## src/rtl/lmpr_pkg.sv

```systemverilog
package lmpr_pkg;

  localparam int PATH_DEPTH_C = 64;
  localparam int PCNT_W = 7;

  // Turn codes
  localparam logic [2:0] T_STRAIGHT = 3'd0;
  localparam logic [2:0] T_LEFT90   = 3'd1;
  localparam logic [2:0] T_RIGHT90  = 3'd2;
  localparam logic [2:0] T_LEFT180  = 3'd3;
  localparam logic [2:0] T_RIGHT180 = 3'd4;
  localparam logic [2:0] T_FINISH   = 3'd5;
  localparam logic [2:0] T_STOP     = 3'd6;

  // Line kinds
  localparam logic [2:0] K_NONE     = 3'd0;
  localparam logic [2:0] K_LEFT     = 3'd1;
  localparam logic [2:0] K_RIGHT    = 3'd2;
  localparam logic [2:0] K_STRAIGHT = 3'd3;
  localparam logic [2:0] K_FULL     = 3'd4;

  // Opcodes
  localparam logic [2:0] OP_FWD    = 3'd0;
  localparam logic [2:0] OP_BWD    = 3'd1;
  localparam logic [2:0] OP_DEAD   = 3'd2;
  localparam logic [2:0] OP_SOLVE  = 3'd3;
  localparam logic [2:0] OP_REPLAY = 3'd4;
  localparam logic [2:0] OP_CLEAR  = 3'd5;

  // Status codes
  localparam logic [1:0] ST_OK     = 2'd0;
  localparam logic [1:0] ST_FAILED = 2'd1;
  localparam logic [1:0] ST_FINISH = 2'd2;
  localparam logic [1:0] ST_FULL   = 2'd3;

  // Microcode addresses
  localparam int UPC_W = 5;
  localparam logic [UPC_W-1:0] A_IDLE = 5'd0;
  localparam logic [UPC_W-1:0] A_DISP = 5'd1;
  localparam logic [UPC_W-1:0] A_REC0 = 5'd2;
  localparam logic [UPC_W-1:0] A_REC1 = 5'd3;
  localparam logic [UPC_W-1:0] A_REC2 = 5'd4;
  localparam logic [UPC_W-1:0] A_REC3 = 5'd5;
  localparam logic [UPC_W-1:0] A_REC4 = 5'd6;
  localparam logic [UPC_W-1:0] A_REC5 = 5'd7;
  localparam logic [UPC_W-1:0] A_SOL0 = 5'd8;
  localparam logic [UPC_W-1:0] A_SOL1 = 5'd9;
  localparam logic [UPC_W-1:0] A_SOL2 = 5'd10;
  localparam logic [UPC_W-1:0] A_SOL3 = 5'd11;
  localparam logic [UPC_W-1:0] A_SOL4 = 5'd12;
  localparam logic [UPC_W-1:0] A_SOL5 = 5'd13;
  localparam logic [UPC_W-1:0] A_RPL0 = 5'd14;
  localparam logic [UPC_W-1:0] A_RPL1 = 5'd15;
  localparam logic [UPC_W-1:0] A_CLR0 = 5'd16;
  localparam logic [UPC_W-1:0] A_EMIT = 5'd17;

  typedef enum logic [3:0] {
    COND_NEVER,
    COND_ALWAYS,
    COND_NO_IN,
    COND_DISPATCH,
    COND_LT3,
    COND_NOT_U,
    COND_CNT_ZERO,
    COND_MORE,
    COND_RPOS_END,
    COND_OUT_BUSY
  } cond_e;

  typedef enum logic [2:0] {
    CLS_EMIT,
    CLS_RECORD,
    CLS_SOLVE,
    CLS_REPLAY,
    CLS_CLEAR
  } dcls_e;

  typedef enum logic [2:0] {
    WD_REC,
    WD_STOP,
    WD_RED,
    WD_SWAP_RD,
    WD_SWAP_TMP
  } wd_sel_e;

  typedef enum logic [1:0] {
    WA_CNT_M3,
    WA_I,
    WA_J
  } wa_sel_e;

  typedef enum logic [2:0] {
    RA_CNT_M1,
    RA_CNT_M2,
    RA_CNT_M3,
    RA_I,
    RA_I_NEXT,
    RA_J,
    RA_RPOS
  } ra_sel_e;

  typedef enum logic [1:0] {
    ACC_HOLD,
    ACC_LOAD,
    ACC_ADD
  } acc_op_e;

  // One control word of the sequencer program
  typedef struct packed {
    logic             accept;
    cond_e            cond;
    logic [UPC_W-1:0] target;
    logic             ret;
    logic             ld_sel;
    logic             add_en;
    wd_sel_e          wd_sel;
    wa_sel_e          wa_sel;
    logic             we;
    ra_sel_e          ra_sel;
    acc_op_e          acc_op;
    logic             sub2;
    logic             solve_init;
    logic             tmp_ld;
    logic             step_ij;
    logic             rpos_clr;
    logic             rpos_inc;
    logic             t_ld_rd;
    logic             clr;
    logic             out_ld;
  } cw_t;

  // Datapath conditions seen by the sequencer
  typedef struct packed {
    dcls_e cls;
    logic  lt3;
    logic  not_u;
    logic  cnt_zero;
    logic  more;
    logic  rpos_end;
    logic  out_busy;
  } flags_t;

  function automatic logic [2:0] sel_fwd(input logic [2:0] p, input logic [2:0] c,
                                         input logic lh);
    logic [2:0] t;
    t = T_STOP;
    if (p == K_NONE && c == K_NONE) t = lh ? T_RIGHT180 : T_LEFT180;
    else if (p == K_FULL && c == K_NONE) t = lh ? T_LEFT90 : T_RIGHT90;
    else if (p == K_RIGHT && c == K_NONE) t = T_RIGHT90;
    else if (p == K_LEFT && c == K_NONE) t = T_LEFT90;
    else if (p == K_FULL && c == K_STRAIGHT) t = lh ? T_LEFT90 : T_RIGHT90;
    else if (p == K_FULL && c == K_FULL) t = T_FINISH;
    else if (p == K_RIGHT && c == K_STRAIGHT) t = lh ? T_STRAIGHT : T_RIGHT90;
    else if (p == K_LEFT && c == K_STRAIGHT) t = lh ? T_LEFT90 : T_STRAIGHT;
    return t;
  endfunction

  function automatic logic [2:0] sel_bwd(input logic [2:0] p, input logic [2:0] c,
                                         input logic lh);
    logic [2:0] t;
    t = T_STOP;
    if (p == K_LEFT && c == K_NONE) t = T_LEFT90;
    else if (p == K_RIGHT && c == K_NONE) t = T_RIGHT90;
    else if (p == K_RIGHT && c == K_STRAIGHT) t = lh ? T_RIGHT90 : T_LEFT180;
    else if (p == K_LEFT && c == K_STRAIGHT) t = lh ? T_RIGHT180 : T_LEFT90;
    else if (p == K_FULL && (c == K_NONE || c == K_STRAIGHT)) t = lh ? T_RIGHT90 : T_LEFT90;
    return t;
  endfunction

  function automatic logic [2:0] mirror_turn(input logic [2:0] t);
    logic [2:0] m;
    m = T_STOP;
    if (t == T_LEFT90) m = T_RIGHT90;
    else if (t == T_RIGHT90) m = T_LEFT90;
    else if (t == T_LEFT180 || t == T_RIGHT180 || t == T_STRAIGHT) m = T_STRAIGHT;
    return m;
  endfunction

  function automatic logic [2:0] swap_sides(input logic [2:0] t);
    logic [2:0] m;
    m = t;
    if (t == T_LEFT90) m = T_RIGHT90;
    else if (t == T_RIGHT90) m = T_LEFT90;
    return m;
  endfunction

  // Angle in quarter turns clockwise
  function automatic logic [1:0] quarter_of(input logic [2:0] t);
    logic [1:0] q;
    q = 2'd0;
    if (t == T_LEFT90) q = 2'd3;
    else if (t == T_RIGHT90) q = 2'd1;
    else if (t == T_LEFT180 || t == T_RIGHT180) q = 2'd2;
    return q;
  endfunction

  function automatic logic [2:0] turn_of_quarter(input logic [1:0] q);
    logic [2:0] t;
    case (q)
      2'd1:    t = T_RIGHT90;
      2'd2:    t = T_LEFT180;
      2'd3:    t = T_LEFT90;
      default: t = T_STRAIGHT;
    endcase
    return t;
  endfunction

  function automatic logic [UPC_W-1:0] dispatch_target(input dcls_e cls);
    logic [UPC_W-1:0] a;
    unique case (cls)
      CLS_RECORD: a = A_REC0;
      CLS_SOLVE:  a = A_SOL0;
      CLS_REPLAY: a = A_RPL0;
      CLS_CLEAR:  a = A_CLR0;
      default:    a = A_EMIT;
    endcase
    return a;
  endfunction

  // Microcode program
  function automatic cw_t ucode(input logic [UPC_W-1:0] a);
    cw_t cw;
    cw = '0;
    unique case (a)
      A_IDLE: begin
        cw.accept = 1'b1;
        cw.cond   = COND_NO_IN;
        cw.target = A_IDLE;
      end
      A_DISP: begin
        cw.ld_sel = 1'b1;
        cw.cond   = COND_DISPATCH;
      end
      // record, then fold a U-turn between two turns
      A_REC0: begin
        cw.add_en = 1'b1;
        cw.wd_sel = WD_REC;
      end
      A_REC1: begin
        cw.cond   = COND_LT3;
        cw.target = A_EMIT;
      end
      A_REC2: begin
        cw.ra_sel = RA_CNT_M2;
      end
      A_REC3: begin
        cw.acc_op = ACC_LOAD;
        cw.ra_sel = RA_CNT_M1;
        cw.cond   = COND_NOT_U;
        cw.target = A_EMIT;
      end
      A_REC4: begin
        cw.acc_op = ACC_ADD;
        cw.ra_sel = RA_CNT_M3;
      end
      A_REC5: begin
        cw.we     = 1'b1;
        cw.wa_sel = WA_CNT_M3;
        cw.wd_sel = WD_RED;
        cw.sub2   = 1'b1;
        cw.cond   = COND_ALWAYS;
        cw.target = A_EMIT;
      end
      // solve: swap ends inward, then append stop
      A_SOL0: begin
        cw.solve_init = 1'b1;
        cw.cond       = COND_CNT_ZERO;
        cw.target     = A_SOL5;
      end
      A_SOL1: begin
        cw.ra_sel = RA_I;
      end
      A_SOL2: begin
        cw.ra_sel = RA_J;
        cw.tmp_ld = 1'b1;
      end
      A_SOL3: begin
        cw.we     = 1'b1;
        cw.wa_sel = WA_I;
        cw.wd_sel = WD_SWAP_RD;
      end
      A_SOL4: begin
        cw.we      = 1'b1;
        cw.wa_sel  = WA_J;
        cw.wd_sel  = WD_SWAP_TMP;
        cw.ra_sel  = RA_I_NEXT;
        cw.step_ij = 1'b1;
        cw.cond    = COND_MORE;
        cw.target  = A_SOL2;
      end
      A_SOL5: begin
        cw.add_en   = 1'b1;
        cw.wd_sel   = WD_STOP;
        cw.rpos_clr = 1'b1;
        cw.cond     = COND_ALWAYS;
        cw.target   = A_EMIT;
      end
      // replay one entry
      A_RPL0: begin
        cw.ra_sel = RA_RPOS;
        cw.cond   = COND_RPOS_END;
        cw.target = A_EMIT;
      end
      A_RPL1: begin
        cw.t_ld_rd  = 1'b1;
        cw.rpos_inc = 1'b1;
        cw.cond     = COND_ALWAYS;
        cw.target   = A_EMIT;
      end
      A_CLR0: begin
        cw.clr    = 1'b1;
        cw.cond   = COND_ALWAYS;
        cw.target = A_EMIT;
      end
      A_EMIT: begin
        cw.out_ld = 1'b1;
        cw.cond   = COND_OUT_BUSY;
        cw.target = A_EMIT;
        cw.ret    = 1'b1;
      end
      default: begin
        cw.cond   = COND_ALWAYS;
        cw.target = A_IDLE;
      end
    endcase
    return cw;
  endfunction

endpackage

```

## src/rtl/lmpr_ram.sv

```systemverilog
module lmpr_ram #(
  parameter int WIDTH = 3,
  parameter int DEPTH = 64
) (
  input  logic                     clk_i,
  input  logic                     we_i,
  input  logic [$clog2(DEPTH)-1:0] waddr_i,
  input  logic [WIDTH-1:0]         wdata_i,
  input  logic [$clog2(DEPTH)-1:0] raddr_i,
  output logic [WIDTH-1:0]         rdata_o
);

  logic [WIDTH-1:0] mem_q [DEPTH];
  logic [WIDTH-1:0] rdata_q;

  // Write port and registered read port
  always_ff @(posedge clk_i) begin
    if (we_i) begin
      mem_q[waddr_i] <= wdata_i;
    end
    rdata_q <= mem_q[raddr_i];
  end

  assign rdata_o = rdata_q;

endmodule

```

## src/rtl/lmpr_seq.sv

```systemverilog
module lmpr_seq
  import lmpr_pkg::*;
(
  input  logic   clk_i,
  input  logic   rst_ni,
  input  logic   in_valid_i,
  input  flags_t flags_i,
  output cw_t    cw_o
);

  logic [UPC_W-1:0] upc_q, upc_d;
  cw_t              cw;
  logic             jump;

  assign cw = ucode(upc_q);

  // Evaluate the branch condition of the current step
  always_comb begin
    unique case (cw.cond)
      COND_NEVER:    jump = 1'b0;
      COND_ALWAYS:   jump = 1'b1;
      COND_NO_IN:    jump = ~in_valid_i;
      COND_DISPATCH: jump = 1'b1;
      COND_LT3:      jump = flags_i.lt3;
      COND_NOT_U:    jump = flags_i.not_u;
      COND_CNT_ZERO: jump = flags_i.cnt_zero;
      COND_MORE:     jump = flags_i.more;
      COND_RPOS_END: jump = flags_i.rpos_end;
      COND_OUT_BUSY: jump = flags_i.out_busy;
      default:       jump = 1'b0;
    endcase
  end

  // Pick the next step
  always_comb begin
    if (cw.cond == COND_DISPATCH) begin
      upc_d = dispatch_target(flags_i.cls);
    end else if (jump) begin
      upc_d = cw.target;
    end else if (cw.ret) begin
      upc_d = A_IDLE;
    end else begin
      upc_d = upc_q + UPC_W'(1);
    end
  end

  always_ff @(posedge clk_i or negedge rst_ni) begin
    if (!rst_ni) begin
      upc_q <= A_IDLE;
    end else begin
      upc_q <= upc_d;
    end
  end

  assign cw_o = cw;

endmodule

```

## src/rtl/lmpr_dp.sv

```systemverilog
module lmpr_dp
  import lmpr_pkg::*;
#(
  parameter int PATH_DEPTH = PATH_DEPTH_C
) (
  input  logic              clk_i,
  input  logic              rst_ni,
  input  cw_t               cw_i,
  input  logic              in_valid_i,
  input  logic [2:0]        opcode_i,
  input  logic [2:0]        prev_kind_i,
  input  logic [2:0]        curr_kind_i,
  input  logic              cfg_we_i,
  input  logic              left_hand_rule_i,
  input  logic              out_stall_i,
  output flags_t            flags_o,
  output logic              out_valid_o,
  output logic [2:0]        turn_o,
  output logic [1:0]        status_o,
  output logic [PCNT_W-1:0] path_count_o,
  output logic              solved_flag_o
);

  localparam int AW = $clog2(PATH_DEPTH);
  localparam int CW = $clog2(PATH_DEPTH + 1);

  // Control state
  logic          lh_q;
  logic [CW-1:0] cnt_q;
  logic [CW-1:0] rpos_q;
  logic          solved_q;
  logic          out_valid_q;

  // Working registers
  logic [2:0]    op_q, prev_q, curr_q;
  logic [2:0]    t_q, rec_q, tmp_q;
  logic [1:0]    st_q;
  logic [1:0]    acc_q;
  logic [AW-1:0] i_q, j_q;
  logic [2:0]    out_turn_q;
  logic [1:0]    out_status_q;
  logic [CW-1:0] out_cnt_q;
  logic          out_solved_q;

  logic          accept, full, out_busy;
  logic [2:0]    fwd_t, bwd_t, sel_t, sel_rec;
  logic [1:0]    sel_st;
  dcls_e         cls;
  logic [CW-1:0] cnt_m1, cnt_m2, cnt_m3;
  logic          mem_we;
  logic [AW-1:0] waddr, raddr;
  logic [2:0]    wdata, rdata;
  logic [1:0]    acc_sum;

  assign accept   = cw_i.accept & in_valid_i;
  assign full     = (cnt_q >= CW'(PATH_DEPTH));
  assign out_busy = out_valid_q & out_stall_i;
  assign cnt_m1   = cnt_q - CW'(1);
  assign cnt_m2   = cnt_q - CW'(2);
  assign cnt_m3   = cnt_q - CW'(3);
  assign acc_sum  = acc_q + quarter_of(rdata);

  // Decode the item into a turn, a status and a class
  assign fwd_t = sel_fwd(prev_q, curr_q, lh_q);
  assign bwd_t = sel_bwd(prev_q, curr_q, lh_q);

  always_comb begin
    sel_t   = T_STOP;
    sel_st  = ST_OK;
    sel_rec = T_STOP;
    cls     = CLS_EMIT;
    unique case (op_q)
      OP_FWD: begin
        sel_t   = fwd_t;
        sel_rec = fwd_t;
        if (fwd_t == T_FINISH) begin
          sel_st = ST_FINISH;
        end else if (fwd_t == T_STOP) begin
          sel_st = ST_FAILED;
        end else begin
          cls = CLS_RECORD;
        end
      end
      OP_BWD: begin
        sel_t   = bwd_t;
        sel_rec = mirror_turn(bwd_t);
        if (bwd_t == T_STOP) begin
          sel_st = ST_FAILED;
        end else begin
          cls = CLS_RECORD;
        end
      end
      OP_DEAD: begin
        sel_t   = T_LEFT180;
        sel_rec = T_LEFT180;
        cls     = CLS_RECORD;
      end
      OP_SOLVE:  cls = CLS_SOLVE;
      OP_REPLAY: cls = CLS_REPLAY;
      OP_CLEAR:  cls = CLS_CLEAR;
      default:   sel_st = ST_FAILED;
    endcase
  end

  // Select store addresses and write data
  always_comb begin
    unique case (cw_i.ra_sel)
      RA_CNT_M1: raddr = cnt_m1[AW-1:0];
      RA_CNT_M2: raddr = cnt_m2[AW-1:0];
      RA_CNT_M3: raddr = cnt_m3[AW-1:0];
      RA_I:      raddr = i_q;
      RA_I_NEXT: raddr = i_q + AW'(1);
      RA_J:      raddr = j_q;
      RA_RPOS:   raddr = rpos_q[AW-1:0];
      default:   raddr = i_q;
    endcase
  end

  always_comb begin
    if (cw_i.add_en) begin
      waddr = cnt_q[AW-1:0];
    end else begin
      unique case (cw_i.wa_sel)
        WA_CNT_M3: waddr = cnt_m3[AW-1:0];
        WA_I:      waddr = i_q;
        WA_J:      waddr = j_q;
        default:   waddr = j_q;
      endcase
    end
  end

  always_comb begin
    unique case (cw_i.wd_sel)
      WD_REC:      wdata = rec_q;
      WD_STOP:     wdata = T_STOP;
      WD_RED:      wdata = turn_of_quarter(acc_sum);
      WD_SWAP_RD:  wdata = swap_sides(rdata);
      WD_SWAP_TMP: wdata = swap_sides(tmp_q);
      default:     wdata = rec_q;
    endcase
  end

  assign mem_we = cw_i.we | (cw_i.add_en & ~full);

  lmpr_ram #(
    .WIDTH(3),
    .DEPTH(PATH_DEPTH)
  ) u_store (
    .clk_i  (clk_i),
    .we_i   (mem_we),
    .waddr_i(waddr),
    .wdata_i(wdata),
    .raddr_i(raddr),
    .rdata_o(rdata)
  );

  // Control registers
  always_ff @(posedge clk_i or negedge rst_ni) begin
    if (!rst_ni) begin
      lh_q        <= 1'b1;
      cnt_q       <= '0;
      rpos_q      <= '0;
      solved_q    <= 1'b0;
      out_valid_q <= 1'b0;
    end else begin
      if (cfg_we_i) begin
        lh_q <= left_hand_rule_i;
      end
      if (cw_i.clr) begin
        cnt_q <= '0;
      end else if (cw_i.add_en && !full) begin
        cnt_q <= cnt_q + CW'(1);
      end else if (cw_i.sub2) begin
        cnt_q <= cnt_m2;
      end
      if (cw_i.clr || cw_i.rpos_clr) begin
        rpos_q <= '0;
      end else if (cw_i.rpos_inc) begin
        rpos_q <= rpos_q + CW'(1);
      end
      if (cw_i.clr) begin
        solved_q <= 1'b0;
      end else if (cw_i.solve_init) begin
        solved_q <= 1'b1;
      end
      if (cw_i.out_ld && !out_busy) begin
        out_valid_q <= 1'b1;
      end else if (!out_stall_i) begin
        out_valid_q <= 1'b0;
      end
    end
  end

  // Working registers
  always_ff @(posedge clk_i) begin
    if (accept) begin
      op_q   <= opcode_i;
      prev_q <= prev_kind_i;
      curr_q <= curr_kind_i;
    end
    if (cw_i.ld_sel) begin
      t_q   <= sel_t;
      rec_q <= sel_rec;
    end else if (cw_i.t_ld_rd) begin
      t_q <= rdata;
    end
    if (cw_i.ld_sel) begin
      st_q <= sel_st;
    end else if (cw_i.add_en && full) begin
      st_q <= ST_FULL;
    end
    unique case (cw_i.acc_op)
      ACC_LOAD: acc_q <= quarter_of(rdata);
      ACC_ADD:  acc_q <= acc_sum;
      default:  acc_q <= acc_q;
    endcase
    if (cw_i.tmp_ld) begin
      tmp_q <= rdata;
    end
    if (cw_i.solve_init) begin
      i_q <= '0;
      j_q <= cnt_m1[AW-1:0];
    end else if (cw_i.step_ij) begin
      i_q <= i_q + AW'(1);
      j_q <= j_q - AW'(1);
    end
    if (cw_i.out_ld && !out_busy) begin
      out_turn_q   <= t_q;
      out_status_q <= st_q;
      out_cnt_q    <= cnt_q;
      out_solved_q <= solved_q;
    end
  end

  // Conditions for the sequencer
  assign flags_o.cls      = cls;
  assign flags_o.lt3      = (cnt_q < CW'(3));
  assign flags_o.not_u    = ~(rdata == T_LEFT180 || rdata == T_RIGHT180);
  assign flags_o.cnt_zero = (cnt_q == '0);
  assign flags_o.more     = ((j_q - i_q) >= AW'(2));
  assign flags_o.rpos_end = (rpos_q >= cnt_q);
  assign flags_o.out_busy = out_busy;

  assign out_valid_o   = out_valid_q;
  assign turn_o        = out_turn_q;
  assign status_o      = out_status_q;
  assign path_count_o  = PCNT_W'(out_cnt_q);
  assign solved_flag_o = out_solved_q;

endmodule

```

## src/rtl/line_maze_path_recorder.sv

```systemverilog
// One item at a time; the block returns to its idle step to take the next item once the result is registered,
// and a stalled result holds the block until it is taken.
// Reset clears count, replay position and solved flag and sets the left-hand rule, not the store.
module line_maze_path_recorder
  import lmpr_pkg::*;
#(
  parameter int PATH_DEPTH = PATH_DEPTH_C
) (
  input  logic              clk_i,
  input  logic              rst_ni,
  input  logic              in_valid_i,
  output logic              in_stall_o,
  input  logic [2:0]        opcode_i,
  input  logic [2:0]        prev_kind_i,
  input  logic [2:0]        curr_kind_i,
  output logic              out_valid_o,
  input  logic              out_stall_i,
  output logic [2:0]        turn_o,
  output logic [1:0]        status_o,
  output logic [PCNT_W-1:0] path_count_o,
  output logic              solved_flag_o,
  input  logic              cfg_we_i,
  input  logic              left_hand_rule_i
);

  cw_t    cw;
  flags_t flags;

  // Take an item only in the idle step
  assign in_stall_o = ~cw.accept;

  lmpr_seq u_seq (
    .clk_i     (clk_i),
    .rst_ni    (rst_ni),
    .in_valid_i(in_valid_i),
    .flags_i   (flags),
    .cw_o      (cw)
  );

  lmpr_dp #(
    .PATH_DEPTH(PATH_DEPTH)
  ) u_dp (
    .clk_i           (clk_i),
    .rst_ni          (rst_ni),
    .cw_i            (cw),
    .in_valid_i      (in_valid_i),
    .opcode_i        (opcode_i),
    .prev_kind_i     (prev_kind_i),
    .curr_kind_i     (curr_kind_i),
    .cfg_we_i        (cfg_we_i),
    .left_hand_rule_i(left_hand_rule_i),
    .out_stall_i     (out_stall_i),
    .flags_o         (flags),
    .out_valid_o     (out_valid_o),
    .turn_o          (turn_o),
    .status_o        (status_o),
    .path_count_o    (path_count_o),
    .solved_flag_o   (solved_flag_o)
  );

endmodule

```

## config.mk

```make
export PLATFORM = sky130hd
export DESIGN_NAME = line_maze_path_recorder
export DESIGN_NICKNAME = d
export VERILOG_FILES = /design/src/rtl/lmpr_pkg.sv /design/src/rtl/lmpr_ram.sv /design/src/rtl/lmpr_seq.sv /design/src/rtl/lmpr_dp.sv /design/src/rtl/line_maze_path_recorder.sv
export SDC_FILE = /design/constraint.sdc
export NUM_CORES = 1
export LEC_CHECK = 0
export ABC_AREA = 1
export BUFFER_PORTS_ARGS = -buffer_cell sky130_fd_sc_hd__buf_2
export CAP_MARGIN = 15
export CORE_ASPECT_RATIO = 1.5
export CORE_UTILIZATION = 50
export CTS_BUF_LIST = sky130_fd_sc_hd__clkbuf_8
export DETAILED_ROUTE_END_ITERATION = 10
export PLACE_DENSITY = 0.76
export SLEW_MARGIN = 20
export SYNTH_ARGS = -nofsm -noshare
export SYNTH_HDL_FRONTEND = slang
export SYNTH_SLANG_ARGS = --single-unit
```

## constraint.sdc

```tcl
create_clock -name clk_i -period 6 [get_ports clk_i]
set_clock_uncertainty 0.2 [all_clocks]
set_input_delay 0.6 -clock clk_i [delete_from_list [all_inputs] [get_ports clk_i]]
set_output_delay 0.6 -clock clk_i [all_outputs]
set_load 0.01 [all_outputs]
```

# After elaboration in Yosys (flattened, before gate mapping)
# Memories as Yosys holds them, arrays and structs flattened. A register that Yosys moved wholly into a read port is not among the register bits.
# Cells that the tools add are included.
[totals]
register_bits = 69
ramBits = 192
input_bits = 15
output_inout_bits = 15
wordCells = 236
mem_count = 1
[mem_list]
columns = ["memory", "words", "width", "read_ports", "rd_clocked_by_memory_dff", "write_ports", "line_no", "text"]
rows = [
  ["u_dp.u_store.mem_q", 64, 3, 1, 1, 1, "lmpr_ram.sv:13", "logic [WIDTH-1:0] mem_q [DEPTH];"],
]
[op_classes]
add_sub_neg = 10
n_lt_le_gt_ge = 4
eq_ne = 69
mux = 85
bitwise_logic = 8
n_reduce_logical = 39
[op_table]
columns = ["operator", "count"]
rows = [
  ["two-way mux 3 bit", 25],
  ["equality test 3 x 2 -> 1 bit, second input constant", 14],
  ["equality test 3 bit, second input constant", 14],
  ["equality test 5 x 4 -> 1 bit, second input constant", 8],
  ["one-hot mux 3 bit (6 select lines)", 2],
  ["one-hot mux 4 bit (9 select lines)", 1],
  ["one-hot mux 6 bit (6 select lines)", 1],
  ["two-way mux 7 bit", 5],
  ["one-hot mux 3 bit (3 select lines)", 3],
  ["equality test 3 x 1 -> 1 bit, second input constant", 8],
  ["one-hot mux 3 bit (4 select lines)", 2],
  ["two-way mux 1 bit", 22],
  ["equality test 5 x 3 -> 1 bit, second input constant", 4],
  ["two-way mux 2 bit", 10],
  ["one-hot mux 5 bit (4 select lines)", 1],
  ["two-way mux 6 bit", 3],
  ["equality test 4 x 3 -> 1 bit, second input constant", 4],
  ["zero test 3 bit", 5],
  ["two-way mux 5 bit", 3],
  ["one-hot mux 5 bit (3 select lines)", 1],
  ["adder 7 x 1 -> 7 bit, second input constant", 2],
  ["logical AND 1 bit", 12],
  ["one-hot mux 2 bit (3 select lines)", 2],
  ["one-hot mux 6 bit (2 select lines)", 1],
  ["other kinds (36)", 62],
]

# Logic depth before layout (Yosys ltp)
# Gate-level depths: netlist of the first run.
[logic_depth]
word_depth = 17
depth_mapped = 21
ltp_nobuf = 20

# By module
# Synthesis of the first run repeated with hierarchy kept, for this count alone.
[unflattened]
cells_unflattened = 1441
area_unflattened_um2 = 13510.5
[modules_own_cells]
columns = ["module", "n_inst", "cells_each", "area_per_inst_um2", "seq_area_each_um2"]
rows = [
  ["lmpr_ram", 1, 734, 8195.4, 5825.6],
  ["lmpr_dp", 1, 552, 4369.2, 1778.0],
  ["lmpr_seq", 1, 154, 942.2, 125.1],
  ["line_maze_path_recorder", 1, 1, 3.8, 0.0],
]

# Worst setup path before layout of the first run
# OpenSTA, ideal clock, no wires.
[synth_path]
path_type = "register to register"
startpoint = "reg u_dp.u_store.rdata_q[1] (netlist: u_dp.u_store.rdata_o[1]) (read register of u_dp.u_store.mem_q)"
endpoint = "mem u_dp.u_store.mem_q[0][0] (data pin)"
setup_ns = 0.554
t_arrival_ns = 3.508
required_ns = 5.246
path_slack_ns = 1.737
path_stages_with_launch = 11
path_buffers = 0
synth_period_minus_slack_ns = 4.263
cell_sequence = "dfxtp_1 -> inv_1 -> o21ai_0 -> a21oi_1 -> ha_1 -> xnor2_1 -> xor2_1 -> inv_1 -> ha_1 -> o21bai_1 -> o2111ai_1"
[synth_via]
elab_chain_cells = 9
word_cells_on_any_way = 16
classes_between = "add/sub: 1; eq/ne: 7; mux: 7; reduce/logical: 1"
[synth_lines]
columns = ["item", "line_no", "text"]
rows = [
  ["from (decl)", "lmpr_ram.sv:14", "logic [WIDTH-1:0] rdata_q;"],
  ["equality test 3 x 2 -> 1 bit or equality test 3 bit (tied branches)", "lmpr_pkg.sv:193", "else if (t == T_LEFT180 || t == T_RIGHT180) q = 2'd2;"],
  ["logical OR 1 bit", "lmpr_pkg.sv:193", ""],
  ["two-way mux 2 bit", "lmpr_pkg.sv:193", ""],
  ["two-way mux 2 bit (2 in a row)", "n/a", ""],
  ["adder 2 bit", "lmpr_dp.sv:61", "assign acc_sum = acc_q + quarter_of(rdata);"],
  ["equality test 2 bit or equality test 2 x 1 -> 1 bit (tied branches)", "lmpr_pkg.sv:199", "case (q)"],
  ["one-hot mux 2 bit (3 select lines)", "lmpr_pkg.sv:199", ""],
  ["one-hot mux 3 bit (4 select lines) *", "lmpr_dp.sv:133", "unique case (cw_i.wd_sel)"],
  ["named net u_dp.u_store.wdata_i[0]", "lmpr_ram.sv:8", "input logic [WIDTH-1:0] wdata_i,"],
  ["to (decl)", "lmpr_ram.sv:13", ""],
]
# Mark *: on every way through the listed nets, which the timed path passes. The rest lies on a longest branch.

# Worst setup path in the final report of the first run
[layout_path]
startpoint = "reg u_seq.upc_q[0]"
endpoint = "reg u_dp.u_store.rdata_q[2] (netlist: u_dp.u_store.rdata_o[2]) (read register of u_dp.u_store.mem_q)"
[layout_via]
elab_chain_cells = 4
word_cells_on_any_way = 14
classes_between = "eq/ne: 11; mux: 2; reduce/logical: 1"
[layout_lines]
columns = ["item", "line_no", "text"]
rows = [
  ["from (decl)", "lmpr_seq.sv:11", "logic [UPC_W-1:0] upc_q, upc_d;"],
  ["from (signal assigned)", "lmpr_seq.sv:51", "upc_q <= upc_d;"],
  ["equality test 5 x 4 -> 1 bit or equality test 5 x 3 -> 1 bit (tied branches)", "lmpr_pkg.sv:224", "unique case (a)"],
  ["one-hot mux 3 bit (6 select lines) *", "lmpr_pkg.sv:224", ""],
  ["equality test 3 bit, or another cell as far along", "lmpr_dp.sv:107", "unique case (cw_i.ra_sel)"],
  ["one-hot mux 6 bit (6 select lines) *", "lmpr_dp.sv:107", ""],
]
# Every way passes the cells marked *; elsewhere a longest branch is shown, timed or not.
# A chain may end at the register's enable or synchronous reset.

==> results_dict.tcl, run 1 <==
set metrics [dict create \
    outcome "completed" \
    core_um2 27200 \
    first_iter_violations 791 \
    p_sw_mw 3.75 \
    hold_path_class "input pin to flop" \
    gp_congestion 0.952 \
    clkLatencyLatePin_ns 0.57 \
    combinationalPowerShare 0.498 \
    grt-busiest-layer "met2" \
    maxCapViolations 0 \
    synth_top_area_share 0.504 \
    drc_errors 0 \
    io_buffers 29 \
    final-seq-area_um2 7730 \
    synth_area_um2 13900 \
    start_kind "flop" \
    yosys_register_bits 264 \
    cp_slowest_cell "nand2_2" \
    met1_usage 0.267 \
    synth_cell_types 50 \
    dieArea_um2 28400 \
    internal-power_mw 4.51 \
    netlist_instances 1515 \
    whs_endpoint "u_dp.curr_q[0]" \
    cts_resized 0 \
    grt_max_degree 97 \
    yosysWarnings 0 \
    criticalPathCategory "flop to flop" \
    ioPinCount 30 \
    tightest_slew_ns 1.00 \
    layout_common_cells "288 x nand2_1, 244 x nand3_1, 233 x edfxtp_1" \
    grtUsageTotal 0.252 \
    vias 10900 \
    slew_headroom 0.331 \
    whs_ns 0.0401 \
    wl_per_cell_um 18.4 \
    worstPathCellList "inv_1 -> ha_1 -> inv_1 -> nor2_2 -> nand2_2 -> nand2_1 -> nand2_1 -> nand2_1 -> nor2_1 -> nor2_1 -> nand3_4 -> nand2_2 -> buf_4 -> nand2_1 -> nand2_1 -> nand2_1 -> nand3_1 -> nand3_1 -> nand3_1 -> nand3_1 -> nand2_1" \
    rows 74 \
    die_width_um 138 \
    n_antenna_cell 0 \
    multi_input_area_um2 5100 \
    reg2reg_slack_ns 1.94 \
    hold_depth 1 \
    cp.arrival_ns 4.37 \
    antenna_found_initial 0 \
    post-cts-setup-buffers 0 \
    avgSynthCellArea_um2 9.16 \
    critical_path.max_stage_delay_ns 0.59 \
    viasPerCell 5.66 \
    htree_num_levels 2 \
    yosys-top-cells-area "edfxtp_1 50%, nand3_1 8.8%, nand2_1 7.8%, inv_1 5.8%, nor2_1 4.2%" \
    grt_pass1_vias 10900 \
    layout_commonest_cell "nand2_1" \
    gr-total-overflow 0 \
    grt_pass1_wl_mm 55.6 \
    p_sw_frac 0.454 \
    cp_max_fo 54 \
    r2r_start "u_seq.upc_q[0]" \
    ys.flop_type "edfxtp_1" \
    final_cells 1926 \
    reg2reg_depth 21 \
    cts_num_sinks 264 \
    worst-path-buf-inv 3 \
    setup_tns_ns 0 \
    fin_crit_sh 0.677 \
    initial_utilization 0.510 \
    r2r_end "u_dp.u_store.rdata_o[2]" \
    worstPathRequired_ns 6.31 \
    setup_violations 0 \
    async_reset_ff_frac 0.0833 \
    seqPwrFrac 0.297 \
    hold_viol_final 0 \
    p_clk_frac 0.205 \
    crit_top_cell "nand2_1" \
    drive_gt1_frac 0.0808 \
    synth_edf_count 233 \
    die_h_um 206 \
    dp_hpwl_mm 24.1 \
    min_period_ns 4.06 \
    ir_worst_vdd_v 0.000327 \
    critPathCaptureType "flop" \
    met3_usage 0.0399 \
    ant_nets 0 \
    p_total_mw 8.26 \
    grt_use_met2 0.472 \
    place_inst 1843 \
    power.density_nw_per_um2 538 \
    routed_wl_mm 35.5 \
    cts.clk_slew.worst_paths_ns 0.07 \
    min_from "curr_kind_i[0]" \
    yosysTopAreaCell "edfxtp_1" \
    holdBufCountCts 8 \
    crit_family "simple AND/OR/NAND/NOR gates" \
    drt-pass1-iter-count 5 \
    grt_setup_unrepaired "no" \
    leakagePower_nw 6.38 \
    synth-seq-area-share 0.557 \
    max-clock-path-buffers 3 \
    fin_util 0.564 \
    fmax_mhz 246 \
    drv_slew 0 \
    cts_tree "yes" \
    area_delta_synth_final_pct 10.6 \
    root_buffer "clkbuf_8" \
    fillers 2421 \
    numCtsBuffers 40 \
    final_nets 1600 \
    syn_nets 1563 \
]
-- cell type report --
| cell class | instances | area share |
|---|---|---|
| well taps | 342 | 0.0279 |
| clock inverters | 30 | 0.0208 |
| multi-input cells | 976 | 0.332 |
| repair buffers | 50 | 0.0223 |
| inverters | 220 | 0.0538 |
| flip-flops and latches | 264 | 0.503 |
| clock buffers | 44 | 0.0394 |
-- cell families after synthesis --
kind of cell,share of synthesized area
XOR/XNOR,0.0158
buffers and inverters,0.0799
flip-flops,0.557
adder cells (fa/ha/maj),0.0303
AO/OA/AOI/OAI,0.0516
AND/OR/NAND/NOR,0.266
-- cells in the mapped netlist (all sizes together) (2+ instances only) --
cell type,count
a21oi,26
a221oi,3
a22oi,2
a31oi,5
buf,43
clkbuf,12
dfrtp,21
dfxtp,9
edfxtp,233
ha,32
inv,219
nand2,293
nand3,245
nand3b,67
nand4,17
nor2,158
nor3,11
nor3b,2
nor4,3
o2111ai,5
o211ai,7
o21a,2
o21ai,46
o21bai,2
o221ai,5
o22ai,9
o31ai,2
or2,5
xnor2,5
xor2,20
-- metrics by stage --
| stage | setup WS (ns) | cell area, µm² |
|---|---|---|
| after global routing | 1.61 | 15400 |
| final | 1.94 | 15400 |
| after detailed placement | 1.92 | 14300 |
| after CTS | 1.90 | 15300 |
| after floorplan | 1.74 | 13900 |
| after global placement | 1.96 | 14300 |
-- power by group through the flow --
| stage | Sequential (mW) | Clock (mW) | Combinational, mW |
|---|---|---|---|
| finish | 2.45 | 1.70 | 4.11 |
| global route | 2.47 | 1.80 | 4.53 |
| CTS | 2.45 | 1.73 | 4.03 |
| detailed placement | 2.49 | 0 | 4.01 |
| global placement | 2.48 | 0 | 3.94 |
| floorplan | 2.44 | 0 | 2.95 |
-- layer usage --
metal | wire length [µm] | part of all wire
met1 | 12800 | 0.36
met5 | 0 | 0
met4 | 1830 | 0.052
met3 | 1970 | 0.056
met2 | 18900 | 0.53
-- flip-flops by register name (all words and copies together) (netlist names), 5 cells and up --
name and flops:
u_dp.j_q 6, u_dp.u_store.mem_q 192, u_dp.cnt_q 7, u_dp.i_q 6
u_seq.upc_q 5, u_dp.path_count_o 7, u_dp.rpos_q 7
-- worst max-delay path by stage --
stage | start | to | slack (ns) | depth (start not counted)
2_1_floorplan | u_dp.u_store.rdata_o[1] | u_dp.u_store.mem_q[0][0] | 1.74 | 10
3_3_place_gp | u_seq.upc_q[0] | u_dp.u_store.rdata_o[2] | 1.96 | 16
3_5_place_dp | u_seq.upc_q[0] | u_dp.u_store.rdata_o[2] | 1.92 | 18
4_1_cts | u_seq.upc_q[0] | u_dp.u_store.rdata_o[2] | 1.90 | 18
5_1_grt | u_seq.upc_q[0] | u_dp.u_store.rdata_o[1] | 1.61 | 20
6_report | u_seq.upc_q[0] | u_dp.u_store.rdata_o[2] | 1.94 | 21
Note: power is estimated with default switching activity, not from simulation.
==> inputs of run 2 (changes only) <==
==> constraint.sdc (replaced) <==
create_clock -name clk_i -period 3.75 [get_ports clk_i]
set_clock_uncertainty 0.2 [all_clocks]
set_input_delay 0.375 -clock clk_i [delete_from_list [all_inputs] [get_ports clk_i]]
set_output_delay 0.375 -clock clk_i [all_outputs]
set_load 0.01 [all_outputs]
==> results_dict.tcl, run 2 (synthesis results as in run 1) <==
set metrics [dict create \
    hold_viol_final 0 \
    max-clock-path-buffers 3 \
    fin_util 0.569 \
    post-cts-setup-buffers 0 \
    htree_num_levels 2 \
    clkLatencyLatePin_ns 0.57 \
    die_width_um 138 \
    ant_nets 0 \
    dieArea_um2 28400 \
    reg2reg_depth 12 \
    rows 74 \
    layout_common_cells "287 x nand2_1, 244 x nand3_1, 233 x edfxtp_1" \
    drt-pass1-iter-count 5 \
    hold_path_class "input pin to async pin" \
    r2r_start "u_seq.upc_q[0]" \
    critPathCaptureType "flop" \
    ioPinCount 30 \
    initial_utilization 0.510 \
    reg2reg_slack_ns 0.03 \
    fin_crit_sh 0.991 \
    leakagePower_nw 6.45 \
    criticalPathCategory "flop to flop" \
    start_kind "flop" \
    ir_worst_vdd_v 0.000696 \
    cp.arrival_ns 3.76 \
    power.density_nw_per_um2 850 \
    root_buffer "clkbuf_8" \
    crit_path_start "u_seq.upc_q[0]" \
    drive_gt1_frac 0.0896 \
    tightest_slew_ns 1.13 \
    layout_commonest_cell "nand2_1" \
    cts_tree "yes" \
    setup_violations 0 \
    seqPwrFrac 0.295 \
    grt_max_degree 97 \
    internal-power_mw 7.03 \
    dp_hpwl_mm 24.7 \
    combinationalPowerShare 0.531 \
    vias 11000 \
    gp_congestion 0.989 \
    placed_area_um2 14600 \
    drv_slew 0 \
    grt_pass1_vias 11100 \
    cts.clk_slew.worst_paths_ns 0.07 \
    grtUsageTotal 0.259 \
    core_um2 27200 \
    p_sw_frac 0.466 \
    io_buffers 29 \
    design_area_um2 15500 \
    drc_errors 0 \
    n_antenna_cell 0 \
    final_nets 1628 \
    top_register "u_dp.u_store.mem_q" \
    wl_per_cell_um 18.6 \
    cp-endpoint "u_dp.u_store.mem_q[7][0]" \
    first_iter_violations 935 \
    slew_headroom 0.247 \
    gr-total-overflow 0 \
    largest_register_ffs 192 \
    fmax_mhz 269 \
    maxCapViolations 0 \
    p_sw_mw 6.13 \
    numCtsBuffers 39 \
    r2r_end "u_dp.u_store.mem_q[7][0]" \
    cp_max_fo 9 \
    antenna_found_initial 0 \
    die_h_um 206 \
    grt_setup_unrepaired "yes" \
    area_delta_synth_final_pct 11.5 \
    cts_num_sinks 264 \
    grt_pass1_wl_mm 57.2 \
    viasPerCell 5.64 \
    routed_wl_mm 36.3 \
    outcome "completed" \
    min_period_ns 3.72 \
    worstPathRequired_ns 3.80 \
    p_clk_frac 0.174 \
]
[run 2: changes by cell type in the layout (fill, tap and decap cells not counted), sizes merged]
cell,previous run,this run
buf,42,66
bufinv,7,2
clkbuf,44,42
clkinv,10,13
dlygate4sd3,8,13
inv,232,230
[run 2: final cells by class]
cell class	instances	area, µm²
tap	342	428
sequential	264	7730
inverter	220	826
fill	2393	11700
clock inverter	26	174
multi-input combinational	976	5110
clock buffer	42	578
timing repair buffer	79	636
[run 2: stage by stage]
stage          hold slack [ns]  setup TNS (ns)  std cells  total power [mW]  setup slack, ns
2_1_floorplan           -0.121               0       1515              8.62            0.117
3_3_place_gp             0.182               0       1867              10.6            0.208
3_5_place_dp             0.184               0       1867              10.7            0.163
4_1_cts                  0.106               0       1948              13.0            0.147
5_1_grt                  0.153          -14.84       1949              14.0           -0.152
6_report                 0.139               0       1949              13.2           0.0333
[run 2: worst min-delay path by stage]
stage / start / cells after the start / end / slack, ns
after detailed placement: rst_ni / 1 / u_seq.upc_q[0] / 0.18
after floorplan: rst_ni / 0 / u_dp.cnt_q[0] / -0.12
after global routing: in_valid_i / 3 / u_dp.op_q[2] / 0.15
after global placement: rst_ni / 1 / u_seq.upc_q[4] / 0.18
final: rst_ni / 2 / u_seq.upc_q[4] / 0.14
after CTS: rst_ni / 2 / u_seq.upc_q[0] / 0.11
[run 2: worst max-delay path: stages, from the launching register on]
cell     delay (ns)
dfrtp_1        0.42
inv_1          0.11
ha_1           0.20
inv_1          0.06
nor2_2         0.23
nand2_1        0.15
nand2_1        0.28
inv_1          0.20
nor2_1         0.28
nor3_1         0.12
nor2_1         0.33
nand2_1        0.43
nor2_1         0.38
[run 2: repair_timing]
action                                  4_1_cts  5_1_grt
endpoints found under the setup margin        0      174
hold endpoints to repair                     33        0
hold buffers                                 13        0
resized for setup                             0        3
[run 2: power groups by stage]
stage | Sequential (mW) | Combinational (mW) | Clock [mW]
floorplan | 3.89 | 4.72 | 0
global placement | 3.94 | 6.64 | 0
detailed placement | 3.94 | 6.76 | 0
CTS | 3.88 | 6.81 | 2.33
global route | 3.91 | 7.66 | 2.44
finish | 3.89 | 6.98 | 2.29
[run 2: metal layers]
layer,up-vias,track usage,wire length (µm)
met3,123,0.0348,2020
met2,414,0.484,19100
met4,0,0.146,1950
met1,5203,0.280,13300
li1,5246,-,-
met5,-,0,0
